==> src/sv/tli_pkg.sv <==
`timescale 1ns / 1ps
`default_nettype none
// ---------------------------------------------------------------------------
// tli_pkg: shared types and constants
// Widths, status and operation codes and the saturation helper used by the
// table interpolator and its divider.
// ---------------------------------------------------------------------------
package tli_pkg;

    localparam int DW         = 32;   // Q16.16 sample width
    localparam int DEPTH      = 64;   // table entries
    localparam int AW         = 6;    // table address width
    localparam int CW         = 7;    // point count register width
    localparam int FRAC_BITS  = 16;
    localparam int CNT_MIN    = 3;
    localparam int CNT_MAX    = 64;

    typedef logic signed [DW-1:0] t_data;

    // status codes
    localparam logic [1:0] ST_OK    = 2'd0;
    localparam logic [1:0] ST_RANGE = 2'd1;
    localparam logic [1:0] ST_DUP   = 2'd2;

    // operation codes
    localparam logic OP_LOAD  = 1'b0;
    localparam logic OP_QUERY = 1'b1;

    // clamp a 64-bit signed value to the signed 32-bit range
    function automatic t_data f_sat(input logic signed [63:0] v);
        t_data r;
        if (v > 64'sd2147483647) begin
            r = 32'sh7FFFFFFF;
        end else if (v < -64'sd2147483648) begin
            r = 32'sh80000000;
        end else begin
            r = v[DW-1:0];
        end
        return r;
    endfunction

endpackage
`default_nettype wire

==> src/sv/tli_div.sv <==
`timescale 1ns / 1ps
`default_nettype none
// ---------------------------------------------------------------------------
// tli_div: serial Q16.16 ratio divider
// Computes sat((num << 16) / den), truncated toward zero, one quotient bit
// per cycle by restoring division on the magnitudes.
// ---------------------------------------------------------------------------
module tli_div
    import tli_pkg::*;
(
    input  wire logic               i_clk,
    input  wire logic               i_rst_n,
    input  wire logic               i_start,
    input  wire logic signed [32:0] i_num,
    input  wire logic signed [32:0] i_den,
    output logic                    o_busy,
    output logic                    o_done,
    output t_data                   o_ratio
);

    localparam int QW = 33 + FRAC_BITS;   // dividend magnitude bits

    logic [QW-1:0] r_quo;
    logic [32:0]   r_rem;
    logic [32:0]   r_den;
    logic          r_neg;
    logic [5:0]    r_cnt;
    logic          r_done;

    logic [32:0]   num_mag;
    logic [32:0]   den_mag;
    logic [33:0]   shifted;
    logic          take;
    logic signed [63:0] q_signed;

    assign num_mag = i_num[32] ? 33'(-i_num) : 33'(i_num);
    assign den_mag = i_den[32] ? 33'(-i_den) : 33'(i_den);

    // one restoring step
    assign shifted = {r_rem, r_quo[QW-1]};
    assign take    = shifted >= {1'b0, r_den};

    always_ff @(posedge i_clk) begin
        if (!i_rst_n) begin
            r_cnt  <= '0;
            r_done <= 1'b0;
        end else begin
            r_done <= 1'b0;
            if (i_start && r_cnt == '0) begin
                r_cnt <= 6'(QW);
            end else if (r_cnt != '0) begin
                r_cnt <= r_cnt - 6'd1;
                if (r_cnt == 6'd1) begin
                    r_done <= 1'b1;
                end
            end
        end
    end

    // datapath
    always_ff @(posedge i_clk) begin
        if (i_start && r_cnt == '0) begin
            r_quo <= {num_mag, {FRAC_BITS{1'b0}}};
            r_rem <= '0;
            r_den <= den_mag;
            r_neg <= i_num[32] ^ i_den[32];
        end else if (r_cnt != '0) begin
            r_rem <= take ? 33'(shifted - {1'b0, r_den}) : shifted[32:0];
            r_quo <= {r_quo[QW-2:0], take};
        end
    end

    assign q_signed = r_neg ? -$signed({15'd0, r_quo}) : $signed({15'd0, r_quo});
    assign o_ratio  = f_sat(q_signed);
    assign o_busy   = r_cnt != '0;
    assign o_done   = r_done;

endmodule
`default_nettype wire

==> config.mk <==
export PLATFORM = sky130hd
export DESIGN_NAME = tli_div
export DESIGN_NICKNAME = d
export VERILOG_FILES = /design/src/sv/tli_pkg.sv /design/src/sv/tli_div.sv
export SDC_FILE = /design/constraint.sdc
export NUM_CORES = 1
export LEC_CHECK = 0
export BUFFER_PORTS_ARGS = -buffer_cell sky130_fd_sc_hd__buf_2
export CORE_MARGIN = 3
export CORE_UTILIZATION = 45
export CTS_CLUSTER_DIAMETER = 80
export DETAILED_ROUTE_END_ITERATION = 12
export GPL_ROUTABILITY_DRIVEN = 1
export PLACE_DENSITY = 0.69
export SETUP_SLACK_MARGIN = 0.4
export SLEW_MARGIN = 20
export SYNTH_ARGS = -nofsm -noshare
export SYNTH_HDL_FRONTEND = slang
export SYNTH_SLANG_ARGS = --single-unit
==> constraint.sdc <==
create_clock -name i_clk -period 6.3 [get_ports i_clk]
set_clock_uncertainty 0.05 [all_clocks]
set_input_delay 1.26 -clock i_clk [delete_from_list [all_inputs] [get_ports i_clk]]
set_output_delay 1.26 -clock i_clk [all_outputs]
set_load 0.1 [all_outputs]
-- After elaboration in Yosys (flattened, before gate mapping)
Cells that the tools add are included.
- register bits after elaboration: 123
- output and inout bits: 34
- add/sub/neg operators: 5
- $lt $le $gt $ge: 3
- eq/ne operators: 1
- mux-type cells: 11
- bitwise logic cells: 3
- reductions and logical operators: 6
- operator list (cell ; count):
    $mux 49 ; 2
    $mux 32 ; 3
    $mux 33 ; 2
    $neg 33->33 ; 2
    $gt 64x32->1 const B ; 1
    $lt 64x32->1 const B ; 1
    $mux 64 ; 1
    $neg 49->64 ; 1
    $ge 34x33->1 ; 1
    $sub 33x33->33 ; 1
    $mux 6 ; 2
    $eq 6x1->1 const B ; 1
    $logic_not 6->1 ; 1
    $reduce_bool 6->1 ; 1
    $sub 6x1->6 const B ; 1
    $reduce_or 3->1 ; 1
    $not 1->1 ; 2
    $reduce_bool 2->1 ; 1
    $reduce_or 2->1 ; 1
    $logic_and 1x1->1 ; 1
    $mux 1 ; 1
    $xor 1x1->1 ; 1

-- Longest topological paths before layout
Gate-level depths: netlist of run 1.
- depth after elaboration: 5
- mapped depth: 14
- gate-level depth less buffers: 12

-- Worst setup path before layout of run 1
No wires, ideal clock.
- path type: register to output
- start: register r_quo[25]
- end: output port o_ratio[1]
- data arrival time: 5.023 ns
- slack: -0.033 ns
- cell stages (with the launch flop): 9
- buffers on the path: 1
- path through: edfxtp_1 > or4_1 > clkbuf_2 > nor2_2 > nand2_1 > or3_1 > o41a_1 > o31a_1 > o21ai_0
- cells in the longest elaborated chain, start to end: 5
- ends and longest elaborated chain (element ; line ; text):
    start: declaration ; tli_div.sv:23 ; logic [QW-1:0] r_quo;
    start signal: assignment ; tli_div.sv:63 ; r_quo <= {num_mag, {FRAC_BITS{1'b0}}};
    start signal: assignment ; tli_div.sv:69 ; r_quo <= {r_quo[QW-2:0], take};
    $neg 49->64 ; tli_div.sv:73 ; assign q_signed = r_neg ? -$signed({15'd0, r_quo}) : $signed({15'd0, r_quo});
    $mux 64 * ; tli_div.sv:73 ;
    $lt 64x32->1 ; tli_pkg.sv:34 ; end else if (v < -64'sd2147483648) begin
    $mux 32 ; tli_pkg.sv:34 ;
    $mux 32 * ; tli_pkg.sv:32 ; if (v > 64'sd2147483647) begin
    end: declaration ; tli_div.sv:18 ; output t_data o_ratio
Mark *: on every way between the ends. The rest lies on a longest branch, timed or not.

-- Final worst setup path of run 1
- start: register r_quo[26]
- end: output port o_ratio[3]
Same word-level chain as after synthesis.

==> run_results.csv, run 1 <==
group,metric,value,unit
yosys,ys_types,78,
clock_network,cts_buffers,17,
sta,setup_viol,0,
final_layout,nNetsFinal,1311,
grt,globalRouteOverflowTotal,0,
clock_network,clk_latency,0.42,ns
clock_network,tritoncts,"built",
yosys,syn-num-nets,1238,
yosys,yosys_register_bits,123,
route,viasPerCell,5.72,
placement,port-buffer-count,102,
grt,grt_max_degree,62,
pwr,p_per_area,604,nW/um2
yosys,synth_area_leader_cell,"edfxtp_1",
worst_setup_path,critPathKind,"flop to primary output",
sta,slew_viol_final,0,
yosys,synth_cells,1130,
yosys,synth_flop_cell,"edfxtp_1",
worst_setup_path,crit_required,4.99,ns
clock_network,clock-sinks,123,
sta,hold_ws,0.425,ns
die,io_pins,103,
worst_setup_path,crit_path_start_kind,"flop",
worst_setup_path,slowest_stage,"or4_1",
flow_run,cap_violations,0,
yosys,syn_avg_cell_area,8.32,um2
route,drc_errors,0,
placement,dp_hpwl,17300,um
worst_setup_path,crit_chain,"or4_1, nor4_1, nand4_1, o21ai_0, xor2_1, nor4_1, nand4_1, o31a_4, o21ai_2, buf_2",
grt,track_usage,0.210,
yosys,yosys-top-cells-area,"edfxtp_1 (21%), dfxtp_1 (12%), xor2_1 (7.7%)",
yosys,synth_edf_count,67,
worst_setup_path,max_stage_delay,0.71,ns
worst_hold_path,min-delay-path-class,"flop to flop",
route,drt-initial-drc-count,487,
die,fp.dieW,151,um
sta,min_period_over_period,0.880,
worst_setup_path,path_buf_inv,1,
die,chipHeight,151,um
sta,finalSetupTns,0,ns
placement,place.gp.congestion,0.897,
grt,grt_pass1_wl,38800,um
route,vias,8491,
yosys,yosysWarnings,0,
worst_setup_path,crit_family,"simple AND/OR/NAND/NOR gates",
sta,fin_crit,5.54,ns
route,drtAntennaViolNets,0,
sta,fmaxAchievable,180,MHz
sta,hold_violations,0,
final_layout,diodes,0,
route,post_drt_wl_per_cell,15.9,um
sta,rsz0062_at_grt,"false",
yosys,yosys-top-cells-count,"nand2_1 (181), o21ai_0 (108), xor2_1 (83)",
sta,tightest_slew,0.904,ns
yosys,ys_seq_area_frac,0.333,
clock_network,cts_buffer_depth,2,
yosys,yosys.cell_count.top_type,"nand2_1",
worst_setup_path,r2r_slack,2.06,ns
die,start_util,0.461,
die,dieArea,22700,um2
sta,relSlewSlack,0.395,
clock_network,h-tree-depth,4,
worst_setup_path,worstSetupEndpointType,"primary output",
route,first_pass_iters,5,
pwr,irDropWorstVdd,0.283,mV
clock_network,root_buffer,"clkbuf_16",
final_layout,nFillCells,1960,
grt,grt_pass1_vias,7748,
final_layout,area_delta_synth_final,13.7,%
die,core_area,20400,um2
grt,antenna_found_initial,0,
clock_network,clk_pin_slew_worst_paths,0.06,ns
final_layout,drive_gt1_frac,0.169,
worst_setup_path,arrival,4.23,ns
route,drt_wl_total,23500,um
yosys,synth_top_cell_area_share,0.214,
yosys,syn_area,9400,um2
pwr,p_leak,4.36,nW
clock_network,postCtsHoldBufs,0,
yosys,ys_async_sr_fraction,0,
outcome,status,"finished, final reports clean",
worst_setup_path,cp_max_fo,31,
die,row_count,52,
[power breakdown]
| part | total (mW) | internal, mW | leakage, nW | switching, mW |
|---|---|---|---|---|
| Combinational | 3.78 | 1.24 | 2.92 | 2.54 |
| Sequential | 1.65 | 1.30 | 1.15 | 0.358 |
| Clock | 1.01 | 0.660 | 0.292 | 0.351 |
[kinds of logic (layout without fill, tap and decap cells)]
kind of cell    after synthesis  in the layout  synth area share
compound gates              335            335             0.231
xor+xnor                    132            132             0.123
fa+ha+maj                    39             39            0.0527
buf+inv                     117            202            0.0511
flops                       123            123             0.333
mux                          10             10            0.0108
simple gates                374            374             0.198
[final timing paths]
check             from          to  cells after the start
min           r_cnt[4]    r_cnt[4]                      2
min reg2reg   r_cnt[4]    r_cnt[4]                      2
max          r_quo[26]  o_ratio[3]                     10
max reg2reg  r_quo[48]   r_rem[29]                     13
[placed cells by master, fill, tap and decap left out, types with 6 or more instances in the layout]
cell type	instances
and3_1	6
nand2_1	181
o21ai_0	107
or4_1	8
nor4_1	9
nor3_1	28
edfxtp_1	67
a21oi_1	66
dfxtp_1	56
xnor2_1	49
a21o_1	10
inv_1	57
nor2b_1	6
a31oi_1	26
o41ai_1	15
o31ai_1	30
clkbuf_16	17
or2_2	8
or3_1	18
buf_4	11
nor2_1	39
o21ai_2	30
ha_1	38
nand3_1	22
o21a_1	7
mux2i_1	9
nand4_1	11
xor2_1	83
buf_2	102
[registers in the layout, indices dropped and copies added (netlist names)]
signal and cells:
o_done 1, r_cnt 6, r_den 33, r_neg 1, r_quo 49, r_rem 33
[layer usage]
metal	up-vias	wire (um)	track usage
li1	4252	-	-
met1	3955	11000	0.281
met2	245	11000	0.351
met3	39	1140	0.0358
met4	0	426	0.0613
met5	-	0	0
[through the flow]
step | total power [mW] | cells | area (um2) | setup slack, ns | utilization
floorplan | 4.62 | 1130 | 9400 | 0.727 | -
detailed placement | 5.42 | 1454 | 10100 | 1.15 | 0.494
finish | 6.45 | 1485 | 10700 | 0.757 | 0.525
global placement | 5.34 | 1454 | 10100 | 1.24 | 0.494
CTS | 6.45 | 1485 | 10700 | 0.683 | 0.524
global route | 6.95 | 1485 | 10700 | 0.534 | 0.525
[area by class of cell]
class | count | area (um2) | share of cell area
Tap cell | 270 | 338 | 0.0316
Clock buffer | 24 | 492 | 0.0460
Sequential cell | 123 | 3130 | 0.293
Timing Repair Buffer | 113 | 593 | 0.0555
Inverter | 58 | 219 | 0.0205
Clock inverter | 7 | 115 | 0.0108
Multi-Input combinational cell | 890 | 5790 | 0.542
[worst register-to-register path, cell delays in order (launching register included)]
cell and delay [ns]:
edfxtp_1 0.44, inv_1 0.13, ha_1 0.24, fa_1 0.40, nor2b_1 0.17, o21bai_1 0.12
a32o_1 0.30, a2111o_1 0.40, a21oi_1 0.30, o31ai_2 0.25, nand2_1 0.46, buf_4 0.34
nand2_1 0.27, o221ai_1 0.30
[what timing repair did]
| action | 4_1_cts | 5_1_grt |
|---|---|---|
| endpoints found under the setup margin | 0 | 2 |
| resized for setup | 0 | 1 |
| buffers inserted | 0 | 0 |
No activity file was read; power rests on OpenSTA's default activity.
==> run 2, diff against run 1 <==
- clock period: 6.3 -> 6.73 ns (I/O delays scaled with it)
==> run_results.csv, run 2 (synthesized netlist as in run 1, its figures left out) <==
group,metric,value,unit
pwr,fin_total_pwr,5.99,mW
clock_network,h-tree-depth,4,
worst_setup_path,crit_path_start_kind,"flop",
final_layout,mostFrequentLayoutCells,"nand2_1 (180), o21ai_0 (107), buf_2 (102)",
final_layout,final_common_cell,"nand2_1",
route,drc_errors,0,
placement,place.gp.congestion,0.905,
clock_network,clock-sinks,123,
sta,min_period_over_period,0.858,
pwr,p_sw_frac,0.504,
sta,fmaxAchievable,173,MHz
pwr,p_leak,4.35,nW
placement,port-buffer-count,102,
die,core_area,20400,um2
die,chipHeight,151,um
final_layout,seq_area,3130,um2
die,row_count,52,
clock_network,clk_latency,0.41,ns
worst_setup_path,worstSetupEndpointType,"primary output",
sta,fin_crit,5.78,ns
route,drt-initial-drc-count,529,
worst_setup_path,arrival,4.38,ns
final_layout,diodes,0,
grt,grt_pass1_wl,37900,um
final_layout,reg_top3,"r_quo: 49 flops, r_den: 33 flops, r_rem: 33 flops",
final_layout,drive_gt1_frac,0.170,
grt,globalRouteOverflowTotal,0,
worst_setup_path,r2r_cells,9,
die,dieArea,22700,um2
pwr,seq_power_share,0.256,
clock_network,cts_buffers,17,
final_layout,largest_reg_flops,49,
final_layout,multi_input_area,5790,um2
final_layout,nFillCells,1930,
worst_hold_path,min_path_cells,2,
die,start_util,0.461,
worst_setup_path,cp_max_fo,31,
flow_run,cap_violations,0,
pwr,power_frac_clock,0.154,
clock_network,tritoncts,"built",
final_layout,largest_register,"r_quo",
grt,grt_max_degree,61,
sta,tightest_slew,0.954,ns
pwr,p_switching,3.02,mW
pwr,pwr-share-comb,0.590,
clock_network,cts_setup_buffers,0,
sta,rsz0062_at_grt,"false",
die,fp.dieW,151,um
worst_setup_path,worstReg2RegStart,"r_cnt[3]",
clock_network,root_buffer,"clkbuf_16",
route,drtAntennaViolNets,0,
sta,finalSetupTns,0,ns
sta,slew_viol_final,0,
sta,setup_viol,0,
route,post_drt_wl_per_cell,15.6,um
final_layout,area_delta_synth_final,13.6,%
pwr,p_per_area,561,nW/um2
worst_setup_path,crit_required,5.33,ns
sta,relSlewSlack,0.362,
clock_network,cts_resized,0,
outcome,status,"finished, final reports clean",
clock_network,clk_pin_slew_worst_paths,0.06,ns
clock_network,postCtsHoldBufs,0,
die,io_pins,103,
grt,grt_pass1_vias,7687,
route,first_pass_iters,5,
grt,track_usage,0.206,
route,drt_wl_total,23100,um
placement,dp_hpwl,17000,um
route,viasPerCell,5.64,
grt,antenna_found_initial,0,
final_layout,nNetsFinal,1310,
pwr,irDropWorstVdd,0.310,mV
worst_hold_path,min-delay-path-class,"flop to flop",
clock_network,cts_buffer_depth,2,
worst_setup_path,critPathKind,"flop to primary output",
worst_hold_path,min_from,"r_cnt[4]",
final_layout,post-route-util,0.524,
worst_setup_path,cp-startpoint,"r_quo[26]",
route,vias,8379,
pwr,internal-power,2.97,mW
sta,hold_violations,0,
run 2: power by group through the flow:
stage / logic [mW] / registers (mW) / clock network (mW)
final: 3.53 / 1.53 / 0.924
after global routing: 3.93 / 1.57 / 0.978
after CTS: 3.53 / 1.53 / 0.945
after detailed placement: 3.50 / 1.54 / 0
after global placement: 3.46 / 1.53 / 0
after floorplan: 2.88 / 1.44 / 0
run 2: final timing paths:
kind	end	slack (ns)
worst max register to register	r_cnt[0]	2.44
worst max-delay path	o_ratio[16]	0.95
worst min register to register	r_cnt[4]	0.42
worst min-delay path	r_cnt[4]	0.42
run 2: area by class of cell:
type | instances | share of cell area
multi-input combinational | 890 | 0.542
sequential | 123 | 0.294
timing repair buffer | 112 | 0.0549
clock buffer | 27 | 0.0521
tap | 270 | 0.0317
inverter | 58 | 0.0205
clock inverter | 5 | 0.00504
run 2: worst max-delay path: stages, from the launching register on:
cell and delay (ns):
edfxtp_1 0.42, or4_1 0.70, nor4_1 0.35, nand4_1 0.28, o21ai_0 0.27, xor2_1 0.12, nor4_1 0.37, nand4_1 0.13
o31a_2 0.65, o21ai_2 0.23, buf_2 0.44
run 2: routing by layer:
metal | vias up | share of wire | track usage
li1 | 4231 | - | -
met5 | - | 0 | 0
met4 | 0 | 0.014 | 0.0618
met2 | 223 | 0.46 | 0.340
met1 | 3897 | 0.47 | 0.278
met3 | 28 | 0.053 | 0.0337
run 2: stage by stage:
stage               area [um2]  cells  worst slack [ns]  hold slack [ns]
finish                   10700   1485             0.952            0.421
global route             10700   1485             0.657            0.460
CTS                      10700   1485             0.966            0.432
detailed placement       10100   1453              1.44            0.424
global placement         10100   1453              1.55            0.409
floorplan                 9400   1130              1.07            0.397
